File: src/design/abd_pkg.sv
// ----------------------------------------------------------------------------
// abd_pkg: shared types and codes of the aligned block binary differ
// record kinds, register indexes and the structs passed between the stages
// ----------------------------------------------------------------------------
package abd_pkg;

    // record kinds as seen on the result port
    typedef enum logic [1:0] {
        KIND_RUN     = 2'd0,
        KIND_ADDED   = 2'd1,
        KIND_REMOVED = 2'd2,
        KIND_SUMMARY = 2'd3
    } t_kind;

    // configuration register indexes
    localparam logic [2:0] CFG_ALIGN = 3'd0;
    localparam logic [2:0] CFG_BASE  = 3'd1;
    localparam logic [2:0] CFG_IGN0  = 3'd2;
    localparam logic [2:0] CFG_IGN1  = 3'd3;
    localparam logic [2:0] CFG_IGN2  = 3'd4;
    localparam logic [2:0] CFG_IGN3  = 3'd5;

    // register file contents
    typedef struct packed {
        logic [1:0]       align_log2;
        logic [31:0]      base_address;
        logic [3:0][63:0] ignore_map;
    } t_cfg;

    // one byte position of both images
    typedef struct packed {
        logic [7:0] byte_a;
        logic [7:0] byte_b;
        logic       has_a;
        logic       has_b;
        logic       last_item;
    } t_item;

    // every record that one request can cause, in port widths
    typedef struct packed {
        logic        run_v;
        logic [31:0] run_address;
        logic [31:0] run_length;
        logic        run_both;
        logic        tail_v;
        t_kind       tail_kind;
        logic [31:0] tail_address;
        logic [31:0] tail_length;
        logic        sum_v;
        logic [31:0] matched_bytes;
        logic [31:0] compared_bytes;
        logic [31:0] total_blocks;
        logic [31:0] changed_runs;
        logic [31:0] unchanged_blocks;
    } t_pkt;

endpackage

File: src/design/abd_cfg.sv
// ----------------------------------------------------------------------------
// abd_cfg: configuration registers
// block size, base address and the 256-bit ignore set, written one at a time
// ----------------------------------------------------------------------------
module abd_cfg
    import abd_pkg::*;
(
    input  logic        i_clk,
    input  logic        i_rst_n,
    input  logic        i_cfg_valid,
    output logic        o_cfg_ready,
    input  logic [2:0]  i_cfg_index,
    input  logic [63:0] i_cfg_data,
    output t_cfg        o_cfg
);

    t_cfg r_cfg;

    // writes are always taken, unknown indexes are dropped
    assign o_cfg_ready = 1'b1;
    assign o_cfg       = r_cfg;

    always_ff @(posedge i_clk) begin
        if (!i_rst_n) begin
            r_cfg <= '0;
        end else if (i_cfg_valid) begin
            unique case (i_cfg_index) inside
                CFG_ALIGN: r_cfg.align_log2   <= i_cfg_data[1:0];
                CFG_BASE:  r_cfg.base_address <= i_cfg_data[31:0];
                CFG_IGN0, CFG_IGN1, CFG_IGN2, CFG_IGN3: begin
                    r_cfg.ignore_map[2'(i_cfg_index - CFG_IGN0)] <= i_cfg_data;
                end
                default: ;
            endcase
        end
    end

endmodule

File: src/design/abd_core.sv
// ----------------------------------------------------------------------------
// abd_core: input register and comparison state
// compares a byte pair per cycle unless stalled; closes blocks, builds records
// ----------------------------------------------------------------------------
module abd_core
    import abd_pkg::*;
#(
    parameter int ADDR_BITS = 32
) (
    input  logic  i_clk,
    input  logic  i_rst_n,
    input  t_cfg  i_cfg,
    input  logic  i_in_valid,
    input  t_item i_item,
    output logic  o_in_stall,
    input  logic  i_pkt_ready,
    output logic  o_pkt_load,
    output t_pkt  o_pkt
);

    typedef logic [ADDR_BITS-1:0] t_addr;

    // offset to 32-bit port value
    function automatic logic [31:0] to32(input t_addr v);
        logic [63:0] w;
        w = 64'(v);
        return w[31:0];
    endfunction

    // base plus offset, wrapping at the address width
    function automatic logic [31:0] addr_out(input logic [31:0] base, input t_addr off);
        logic [63:0] b;
        b = 64'(base);
        return to32(t_addr'(b[ADDR_BITS-1:0] + off));
    endfunction

    logic  r_in_valid;
    t_item r_item;
    logic  advance;

    t_addr       r_position, r_run_start, r_length_a, r_length_b, r_block_start;
    logic [3:0]  r_block_fill;
    logic        r_block_differs, r_in_run, r_run_both, r_block_first_both;
    logic [31:0] r_matched, r_compared, r_changed, r_block_count;

    t_addr       n_position, n_run_start, n_length_a, n_length_b, n_block_start;
    logic [3:0]  n_block_fill;
    logic        n_block_differs, n_in_run, n_run_both, n_block_first_both;
    logic [31:0] n_matched, n_compared, n_changed, n_block_count;
    t_pkt        pkt;

    // input register: refills in the same cycle it hands over
    assign advance    = r_in_valid && i_pkt_ready;
    assign o_in_stall = r_in_valid && !i_pkt_ready;
    assign o_pkt_load = advance;
    assign o_pkt      = pkt;

    always_ff @(posedge i_clk) begin
        if (!i_rst_n) begin
            r_in_valid <= 1'b0;
        end else if (i_in_valid && !o_in_stall) begin
            r_in_valid <= 1'b1;
        end else if (advance) begin
            r_in_valid <= 1'b0;
        end
    end

    always_ff @(posedge i_clk) begin
        if (i_in_valid && !o_in_stall) begin
            r_item <= i_item;
        end
    end

    // per-position compare, block close and record build
    always_comb begin
        logic       ign_a, ign_b, byte_diff, close, first_both;
        logic [7:0] va, vb;
        logic [3:0] filled, size;
        t_addr      next, bstart;
        logic [32:0] used, total;

        n_position         = r_position;
        n_run_start        = r_run_start;
        n_length_a         = r_length_a;
        n_length_b         = r_length_b;
        n_block_start      = r_block_start;
        n_block_fill       = r_block_fill;
        n_block_differs    = r_block_differs;
        n_in_run           = r_in_run;
        n_run_both         = r_run_both;
        n_block_first_both = r_block_first_both;
        n_matched          = r_matched;
        n_compared         = r_compared;
        n_changed          = r_changed;
        n_block_count      = r_block_count;
        pkt                = '0;
        used               = '0;
        total              = '0;

        // block start is latched on its first byte
        first_both = r_item.has_a && r_item.has_b;
        bstart     = (r_block_fill == 4'd0) ? r_position : r_block_start;
        if (r_block_fill == 4'd0) begin
            n_block_first_both = first_both;
        end
        n_block_start = bstart;

        // ignore set lookup and byte compare
        ign_a     = !r_item.has_a || i_cfg.ignore_map[r_item.byte_a[7:6]][r_item.byte_a[5:0]];
        ign_b     = !r_item.has_b || i_cfg.ignore_map[r_item.byte_b[7:6]][r_item.byte_b[5:0]];
        va        = r_item.has_a ? r_item.byte_a : 8'd0;
        vb        = r_item.has_b ? r_item.byte_b : 8'd0;
        byte_diff = !(ign_a && ign_b) && (va != vb);
        n_block_differs = r_block_differs || byte_diff;

        // image lengths and position
        next = r_position + t_addr'(1);
        if (r_item.has_a) begin
            n_length_a = next;
        end
        if (r_item.has_b) begin
            n_length_b = next;
        end
        n_position = next;

        filled       = r_block_fill + 4'd1;
        size         = 4'd1 << i_cfg.align_log2;
        close        = (filled >= size) || r_item.last_item;
        n_block_fill = filled;

        // block close: counters, run open or run end
        if (close) begin
            n_block_count = r_block_count + 32'd1;
            n_compared    = r_compared + 32'(filled);
            if (n_block_differs) begin
                if (!r_in_run) begin
                    n_in_run    = 1'b1;
                    n_run_start = bstart;
                    n_run_both  = n_block_first_both;
                    n_changed   = r_changed + 32'(n_block_first_both);
                end
            end else begin
                n_matched = r_matched + 32'(filled);
                if (r_in_run) begin
                    pkt.run_v       = 1'b1;
                    pkt.run_address = addr_out(i_cfg.base_address, r_run_start);
                    pkt.run_length  = to32(bstart - r_run_start);
                    pkt.run_both    = r_run_both;
                    n_in_run        = 1'b0;
                end
            end
            n_block_fill    = 4'd0;
            n_block_differs = 1'b0;
        end

        // end of comparison: open run, tail, summary
        if (r_item.last_item) begin
            if (n_in_run) begin
                pkt.run_v       = 1'b1;
                pkt.run_address = addr_out(i_cfg.base_address, n_run_start);
                pkt.run_length  = to32(next - n_run_start);
                pkt.run_both    = n_run_both;
            end
            if (n_length_b > n_length_a) begin
                pkt.tail_v       = 1'b1;
                pkt.tail_kind    = KIND_ADDED;
                pkt.tail_address = addr_out(i_cfg.base_address, n_length_a);
                pkt.tail_length  = to32(n_length_b - n_length_a);
            end else if (n_length_a > n_length_b) begin
                pkt.tail_v       = 1'b1;
                pkt.tail_kind    = KIND_REMOVED;
                pkt.tail_address = addr_out(i_cfg.base_address, n_length_b);
                pkt.tail_length  = to32(n_length_a - n_length_b);
            end
            used                 = {1'b0, n_changed} + 33'(pkt.tail_v);
            total                = {1'b0, n_block_count};
            pkt.sum_v            = 1'b1;
            pkt.matched_bytes    = n_matched;
            pkt.compared_bytes   = n_compared;
            pkt.total_blocks     = n_block_count;
            pkt.changed_runs     = n_changed;
            pkt.unchanged_blocks = (total > used) ? 32'(total - used) : 32'd0;

            n_position         = '0;
            n_run_start        = '0;
            n_length_a         = '0;
            n_length_b         = '0;
            n_block_start      = '0;
            n_block_fill       = 4'd0;
            n_block_differs    = 1'b0;
            n_in_run           = 1'b0;
            n_run_both         = 1'b0;
            n_block_first_both = 1'b0;
            n_matched          = 32'd0;
            n_compared         = 32'd0;
            n_changed          = 32'd0;
            n_block_count      = 32'd0;
        end
    end

    // comparison state
    always_ff @(posedge i_clk) begin
        if (!i_rst_n) begin
            r_position         <= '0;
            r_run_start        <= '0;
            r_length_a         <= '0;
            r_length_b         <= '0;
            r_block_start      <= '0;
            r_block_fill       <= 4'd0;
            r_block_differs    <= 1'b0;
            r_in_run           <= 1'b0;
            r_run_both         <= 1'b0;
            r_block_first_both <= 1'b0;
            r_matched          <= 32'd0;
            r_compared         <= 32'd0;
            r_changed          <= 32'd0;
            r_block_count      <= 32'd0;
        end else if (advance) begin
            r_position         <= n_position;
            r_run_start        <= n_run_start;
            r_length_a         <= n_length_a;
            r_length_b         <= n_length_b;
            r_block_start      <= n_block_start;
            r_block_fill       <= n_block_fill;
            r_block_differs    <= n_block_differs;
            r_in_run           <= n_in_run;
            r_run_both         <= n_run_both;
            r_block_first_both <= n_block_first_both;
            r_matched          <= n_matched;
            r_compared         <= n_compared;
            r_changed          <= n_changed;
            r_block_count      <= n_block_count;
        end
    end

endmodule

File: src/design/abd_out.sv
// ----------------------------------------------------------------------------
// abd_out: result register and record serialiser
// holds the records of one request and hands them out run, tail, summary
// ----------------------------------------------------------------------------
module abd_out
    import abd_pkg::*;
(
    input  logic        i_clk,
    input  logic        i_rst_n,
    input  logic        i_pkt_load,
    input  t_pkt        i_pkt,
    output logic        o_pkt_ready,
    output logic        o_out_valid,
    input  logic        i_out_stall,
    output logic [1:0]  o_record_kind,
    output logic [31:0] o_address,
    output logic [31:0] o_length,
    output logic        o_both_present,
    output logic [31:0] o_matched_bytes,
    output logic [31:0] o_compared_bytes,
    output logic [31:0] o_total_blocks,
    output logic [31:0] o_changed_runs,
    output logic [31:0] o_unchanged_blocks,
    output logic        o_last_result
);

    // pending records: bit 0 run, bit 1 tail, bit 2 summary
    logic [2:0] r_pend;
    t_pkt       r_pkt;
    logic       take;
    t_kind      kind;

    assign o_out_valid = |r_pend;
    assign take        = o_out_valid && !i_out_stall;
    assign o_pkt_ready = (r_pend == 3'b000) || (take && $onehot(r_pend));

    always_ff @(posedge i_clk) begin
        if (!i_rst_n) begin
            r_pend <= 3'b000;
        end else if (i_pkt_load) begin
            r_pend <= {i_pkt.sum_v, i_pkt.tail_v, i_pkt.run_v};
        end else if (take) begin
            r_pend <= r_pend & (r_pend - 3'd1);
        end
    end

    always_ff @(posedge i_clk) begin
        if (i_pkt_load) begin
            r_pkt <= i_pkt;
        end
    end

    // head record select, unused fields read zero
    always_comb begin
        kind               = KIND_SUMMARY;
        o_address          = 32'd0;
        o_length           = 32'd0;
        o_both_present     = 1'b0;
        o_matched_bytes    = 32'd0;
        o_compared_bytes   = 32'd0;
        o_total_blocks     = 32'd0;
        o_changed_runs     = 32'd0;
        o_unchanged_blocks = 32'd0;
        o_last_result      = 1'b0;
        if (r_pend[0]) begin
            kind           = KIND_RUN;
            o_address      = r_pkt.run_address;
            o_length       = r_pkt.run_length;
            o_both_present = r_pkt.run_both;
        end else if (r_pend[1]) begin
            kind      = r_pkt.tail_kind;
            o_address = r_pkt.tail_address;
            o_length  = r_pkt.tail_length;
        end else begin
            o_matched_bytes    = r_pkt.matched_bytes;
            o_compared_bytes   = r_pkt.compared_bytes;
            o_total_blocks     = r_pkt.total_blocks;
            o_changed_runs     = r_pkt.changed_runs;
            o_unchanged_blocks = r_pkt.unchanged_blocks;
            o_last_result      = 1'b1;
        end
    end

    assign o_record_kind = kind;

endmodule

File: src/design/aligned_block_binary_differ.sv
// ----------------------------------------------------------------------------
// aligned_block_binary_differ: aligned block binary compare
// streams byte pairs of two images and reports differing runs, tail, summary
// ----------------------------------------------------------------------------
//  channel   direction  handshake                  payload
//  input     in         i_in_valid / o_in_stall    byte_a, byte_b, has_a, has_b, last_item
//  result    out        o_out_valid / i_out_stall  record fields, up to 3 per request
//  config    in         i_cfg_valid / o_cfg_ready  i_cfg_index, i_cfg_data
//
//  one byte pair per cycle while the input is not stalled; a request is taken into the
//  input register and its records are valid once the result register has loaded them
//  a request holding n records (n up to 3) keeps the result register until all are taken
//  the rate is set by the result register draining records one per cycle when not stalled
//  reset is synchronous, clears valid flags, config and comparison state, no clearing pass
//  a stalled result holds; the input stalls only while the result register is full
// ----------------------------------------------------------------------------
module aligned_block_binary_differ
    import abd_pkg::*;
#(
    parameter int ADDR_BITS = 32
) (
    input  logic        i_clk,
    input  logic        i_rst_n,
    // configuration
    input  logic        i_cfg_valid,
    output logic        o_cfg_ready,
    input  logic [2:0]  i_cfg_index,
    input  logic [63:0] i_cfg_data,
    // byte pairs
    input  logic        i_in_valid,
    output logic        o_in_stall,
    input  logic [7:0]  i_byte_a,
    input  logic [7:0]  i_byte_b,
    input  logic        i_has_a,
    input  logic        i_has_b,
    input  logic        i_last_item,
    // records
    output logic        o_out_valid,
    input  logic        i_out_stall,
    output logic [1:0]  o_record_kind,
    output logic [31:0] o_address,
    output logic [31:0] o_length,
    output logic        o_both_present,
    output logic [31:0] o_matched_bytes,
    output logic [31:0] o_compared_bytes,
    output logic [31:0] o_total_blocks,
    output logic [31:0] o_changed_runs,
    output logic [31:0] o_unchanged_blocks,
    output logic        o_last_result
);

    t_cfg  cfg;
    t_item item;
    t_pkt  pkt;
    logic  pkt_load, pkt_ready;

    assign item = '{byte_a:    i_byte_a,
                    byte_b:    i_byte_b,
                    has_a:     i_has_a,
                    has_b:     i_has_b,
                    last_item: i_last_item};

    // register file
    abd_cfg u_cfg (
        .i_clk       (i_clk),
        .i_rst_n     (i_rst_n),
        .i_cfg_valid (i_cfg_valid),
        .o_cfg_ready (o_cfg_ready),
        .i_cfg_index (i_cfg_index),
        .i_cfg_data  (i_cfg_data),
        .o_cfg       (cfg)
    );

    // compare stage
    abd_core #(
        .ADDR_BITS (ADDR_BITS)
    ) u_core (
        .i_clk       (i_clk),
        .i_rst_n     (i_rst_n),
        .i_cfg       (cfg),
        .i_in_valid  (i_in_valid),
        .i_item      (item),
        .o_in_stall  (o_in_stall),
        .i_pkt_ready (pkt_ready),
        .o_pkt_load  (pkt_load),
        .o_pkt       (pkt)
    );

    // result stage
    abd_out u_out (
        .i_clk              (i_clk),
        .i_rst_n            (i_rst_n),
        .i_pkt_load         (pkt_load),
        .i_pkt              (pkt),
        .o_pkt_ready        (pkt_ready),
        .o_out_valid        (o_out_valid),
        .i_out_stall        (i_out_stall),
        .o_record_kind      (o_record_kind),
        .o_address          (o_address),
        .o_length           (o_length),
        .o_both_present     (o_both_present),
        .o_matched_bytes    (o_matched_bytes),
        .o_compared_bytes   (o_compared_bytes),
        .o_total_blocks     (o_total_blocks),
        .o_changed_runs     (o_changed_runs),
        .o_unchanged_blocks (o_unchanged_blocks),
        .o_last_result      (o_last_result)
    );

endmodule

File: config.mk
export PLATFORM = sky130hd
export DESIGN_NAME = aligned_block_binary_differ
export DESIGN_NICKNAME = d
export VERILOG_FILES = /design/src/design/abd_pkg.sv /design/src/design/abd_cfg.sv /design/src/design/abd_core.sv /design/src/design/abd_out.sv /design/src/design/aligned_block_binary_differ.sv
export SDC_FILE = /design/constraint.sdc
export NUM_CORES = 2
export LEC_CHECK = 0
export ABC_AREA = 1
export ABC_CLOCK_PERIOD_IN_PS = 17100
export BUFFER_PORTS_ARGS = -buffer_cell sky130_fd_sc_hd__clkbuf_2
export CORE_ASPECT_RATIO = 1.5
export CORE_UTILIZATION = 30
export DETAILED_ROUTE_END_ITERATION = 8
export PLACE_DENSITY_LB_ADDON = 0.3
export SETUP_SLACK_MARGIN = 0.5
export SYNTH_ARGS = -nofsm -noshare
export SYNTH_HDL_FRONTEND = slang
export SYNTH_SLANG_ARGS = --single-unit
File: constraint.sdc
create_clock -name i_clk -period 17.1 [get_ports i_clk]
set_clock_uncertainty 0.1 [all_clocks]
set_input_delay 3.42 -clock i_clk [delete_from_list [all_inputs] [get_ports i_clk]]
set_output_delay 3.42 -clock i_clk [all_outputs]
set_load 0.05 [all_outputs]
==> summary.txt <==
STA
  – Final worst setup slack: about 6.4 ns
  – Final Max Tran Viols: 0
  – Post-layout minimum cycle time: roughly 11 ns
  – Worst slew margin relative to its limit: between 20% and 30%
  – Setup violators final: 0
  – RSZ-0062 raised after global routing: no
  – Setup TNS: 0 ns
  – Final hold violations: 0
  – Crit share post-route: a little over three fifths
  – Highest Clock Rate: 93.5 MHz
  – Worst Tran Pin Value: 1.11 ns

Clocking
  – Hold-fix buffers, CTS: 0
  – Post-CTS sizing: 0
  – Root buffer cell: clkbuf_16
  – CTS sink count: 900
  – Clock Path Buffers: 3
  – Post-CTS Setup Bufs: 0
  – CTS tree: yes
  – Total CTS buffers: between 100 and 150
  – H-tree depth: 3
  – Clk_lat worst skew: 0.76 ns
  – Clock slew at reported path FFs: 0.07 ns

Power
  – Pleak: 0.0282 uW
  – Cell Pwr Density: between 90 and 100 nW/um2
  – Largest vdd supply drop: roughly 0.095 mV
  – Tot Pwr: 6180 uW

Run
  – Max Cap Violations: 0

Placed design
  – HPWL after DPL: approximately 160000 um
  – Post-Place Cells: 11300
  – I/O Buffers: 320
  – Placed Area: ~64000 um2
  – Routability cong.: 1.02
  – Pre-CTS setup slack: approximately 6.4 ns

Finish
  – FF/Latch Area: 21100 um2
  – Non-Filler Instances: 11500
  – Layout cells sized above 1: under 10%
  – Footprint of the multi-input gates: between 30000 and 40000 um2
  – # fillers: around 22000
  – Design area: around 67000 um2
  – Final net count: about 9200
  – Area grow syn2layout: 11.7%

Global route
  – Remaining global-route overflow: 0
  – Initial antenna violation count: 21
  – Vias in the first global route: 56900
  – First-pass GRT wire length: between 300000 and 400000 um
  – Largest net degree at the start of global routing: roughly 190
  – GR Util All Layers: between 20% and 30%

Detailed routing
  – Antenna viol nets, final: 0
  – DRT Pass-1 Iters: 6
  – Routed vias: ~59000
  – DRC errors left: 0
  – Routed WL: 226000 um
  – Routed len/inst: between 15 and 20 um
  – Vias per inst: roughly 5
  – Starting DRT DRC Count: 4423

Floorplanning
  – Die Y: approximately 550 um
  – IO Pins: roughly 320
  – Initial Utilization: around 30%
  – DIE AREA: just over 200000 um2
  – Row cnt: 200
  – Core Region: ~200000 um2
  – Die Wd: around 370 um

Worst setup path
  – Critical path startpoint category: flip-flop
  – CP most frequent cell: nand2_1
  – CP Max Fanout: 14
  – R2R Setup Slk: 6.41 ns
  – Crit path arrival time: 11.08 ns
  – Worst path max stage delay: approximately 0.50 ns
  – Worst EP required: approximately 17 ns
  – Max stage delay cell, worst path: nor3_1
  – Worst Setup Path Type: flip-flop to flip-flop
  – Worst Setup End Kind: flip-flop

Yosys
  – Syn Nets: around 9000
  – Most used DFF post-synth: dfxtp_1
  – Mapped Area: between 50000 and 60000 um2
  – Mapped Cells: slightly below 9000
  – YS warnings: 0
  – Sequential area share after synthesis: roughly a third
  – Post-synth cell types: 63
  – Yosys reg bits: 900
  – Number of synthesized flops with an enable pin: 310
  – Ys async rst share: 0%
  – Avg Cell Area, Syn: ~6.8 um2

Hold path
  – Type of the worst min-delay path: flip-flop to flip-flop

Outcome
  – Result of the run: finished, final reports clean
## cell type report
cell class	instances	share of cell area [%]
multi-input combinational	6539	50.2
clock buffer	136	4.20
antenna	6	0.0224
sequential	900	31.5
tap	2626	4.90
inverter	875	4.95
timing repair buffer	395	3.28
clock inverter	56	0.900
## report_power, final
part / switching, uW / total, uW / leakage (uW) / internal (uW)
logic: 1140 / 1510 / 0.0188 / 378
clock network: 998 / 2280 / 0.00165 / 1280
registers: 56.2 / 2390 / 0.00769 / 2330
## registers in the layout (all words and copies together) (netlist names)
| register | flops |
|---|---|
| u_core.r_position | 32 |
| u_core.r_block_count | 32 |
| u_core.r_block_differs | 1 |
| u_core.r_changed | 32 |
| u_out.r_pend | 3 |
| u_cfg.o_cfg | 290 |
| u_core.r_block_first_both | 1 |
| u_out.r_pkt | 291 |
| u_core.r_length_b | 32 |
| u_core.r_run_both | 1 |
| u_core.r_block_start | 32 |
| u_core.r_block_fill | 4 |
| u_core.r_compared | 32 |
| u_core.r_in_valid | 1 |
| u_core.r_length_a | 32 |
| u_core.r_matched | 32 |
| u_core.r_item | 19 |
| u_core.r_run_start | 32 |
| u_core.r_in_run | 1 |
## worst paths after layout
kind / start / endpoint / cells past startpoint
min: u_core.r_length_a[18]$_SDFFE_PN0P_ / u_core.r_length_a[18]$_SDFFE_PN0P_ / 2
max: u_core.r_position[0]$_SDFFE_PN0P_ / u_out.r_pkt[27]$_SDFFCE_PN0P_ / 51
min reg2reg: u_core.r_length_a[18]$_SDFFE_PN0P_ / u_core.r_length_a[18]$_SDFFE_PN0P_ / 2
max reg2reg: u_core.r_position[0]$_SDFFE_PN0P_ / u_out.r_pkt[27]$_SDFFCE_PN0P_ / 51
## cell usage after synthesis, types with 9 or more instances
library cell | count | area [um2]
a211oi_1 | 12 | 90.1
nor2_2 | 14 | 87.6
a21boi_0 | 15 | 113
nor3_1 | 72 | 360
inv_2 | 14 | 52.6
o21a_1 | 19 | 143
o21bai_1 | 14 | 105
inv_1 | 860 | 3230
o22ai_1 | 82 | 513
nand2_2 | 9 | 56.3
edfxtp_1 | 310 | 9310
nor2_1 | 1003 | 3760
buf_1 | 32 | 120
or2_2 | 57 | 357
nor4_1 | 31 | 194
nand4_1 | 94 | 588
o211ai_1 | 18 | 135
a21oi_1 | 759 | 3800
nor2_4 | 9 | 101
buf_6 | 17 | 191
a22oi_1 | 36 | 270
fa_1 | 12 | 240
clkbuf_1 | 336 | 1260
ha_1 | 290 | 3630
nand2_1 | 2164 | 8120
nand3_1 | 714 | 3570
a21o_1 | 12 | 90.1
o32ai_1 | 14 | 123
xnor2_1 | 117 | 1020
buf_2 | 66 | 330
dfxtp_1 | 590 | 11800
a31oi_1 | 16 | 100
xor2_1 | 240 | 2100
o21ai_0 | 640 | 3200
## critical path, delay by kind of cell, from the launching register on
family,cells,cell delay [ns]
AO/OA/AOI/OAI,11,2.67
AND/OR/NAND/NOR,29,5.30
flip-flops,1,0.40
adder cells (fa/ha/maj),3,1.03
buffers and inverters,6,0.52
XOR/XNOR,2,0.40
## cells in the final DEF (no fill, tap or decap), drive strengths merged, types with 2 or more instances in the layout
cell / instances
edfxtp: 310
a211oi: 12
clkbuf: 455
o221ai: 8
ha: 290
a22oi: 36
xor2: 243
dfxtp: 590
a221oi: 2
a21boi: 20
buf: 76
a22o: 3
o21ai: 649
nor3: 75
o22ai: 82
clkinvlp: 9
mux2i: 2
inv: 877
or2: 57
bufinv: 7
clkinv: 38
diode: 6
nand3b: 5
xnor2: 118
nor4: 31
and2: 6
a31oi: 16
o211ai: 18
o31ai: 8
nand4: 94
o21bai: 15
o32ai: 14
nor2: 1028
a21o: 12
o21a: 19
a21oi: 759
fa: 12
nand3: 720
nand2: 2177
## routing by layer
metal  part of all wire [%]  GRT usage [%]  routed length (um)  vias up
met1                     39           24.7               89000    27600
li1                       -              -                   -    28900
met3                    5.7           2.78               12800      512
met5                  0.084              0                 191        -
met2                     50           39.3              114000     1963
met4                    4.6           10.0               10400       28
## metrics by stage
step | hold WS [ns] | utilization (%)
detailed placement | 0.353 | 32.1
finish | 0.363 | 33.8
global placement | 0.347 | 32.1
CTS | 0.363 | 33.8
global route | 0.378 | 33.8
floorplan | 0.337 | -
## cell families (layout without fill, tap and decap cells)
logic type      after synthesis  after routing  share of synthesized area (%)
compound gates             1679           1679                           15.0
buf+inv                    1334           1462                           8.75
xor+xnor                    361            361                           5.32
simple gates               4194           4194                           29.2
mux                           2              2                         0.0334
flops                       900            900                           35.2
other cells                   1              7                        0.00625
fa+ha+maj                   302            302                           6.45
Power figures use the tool's default switching activity.
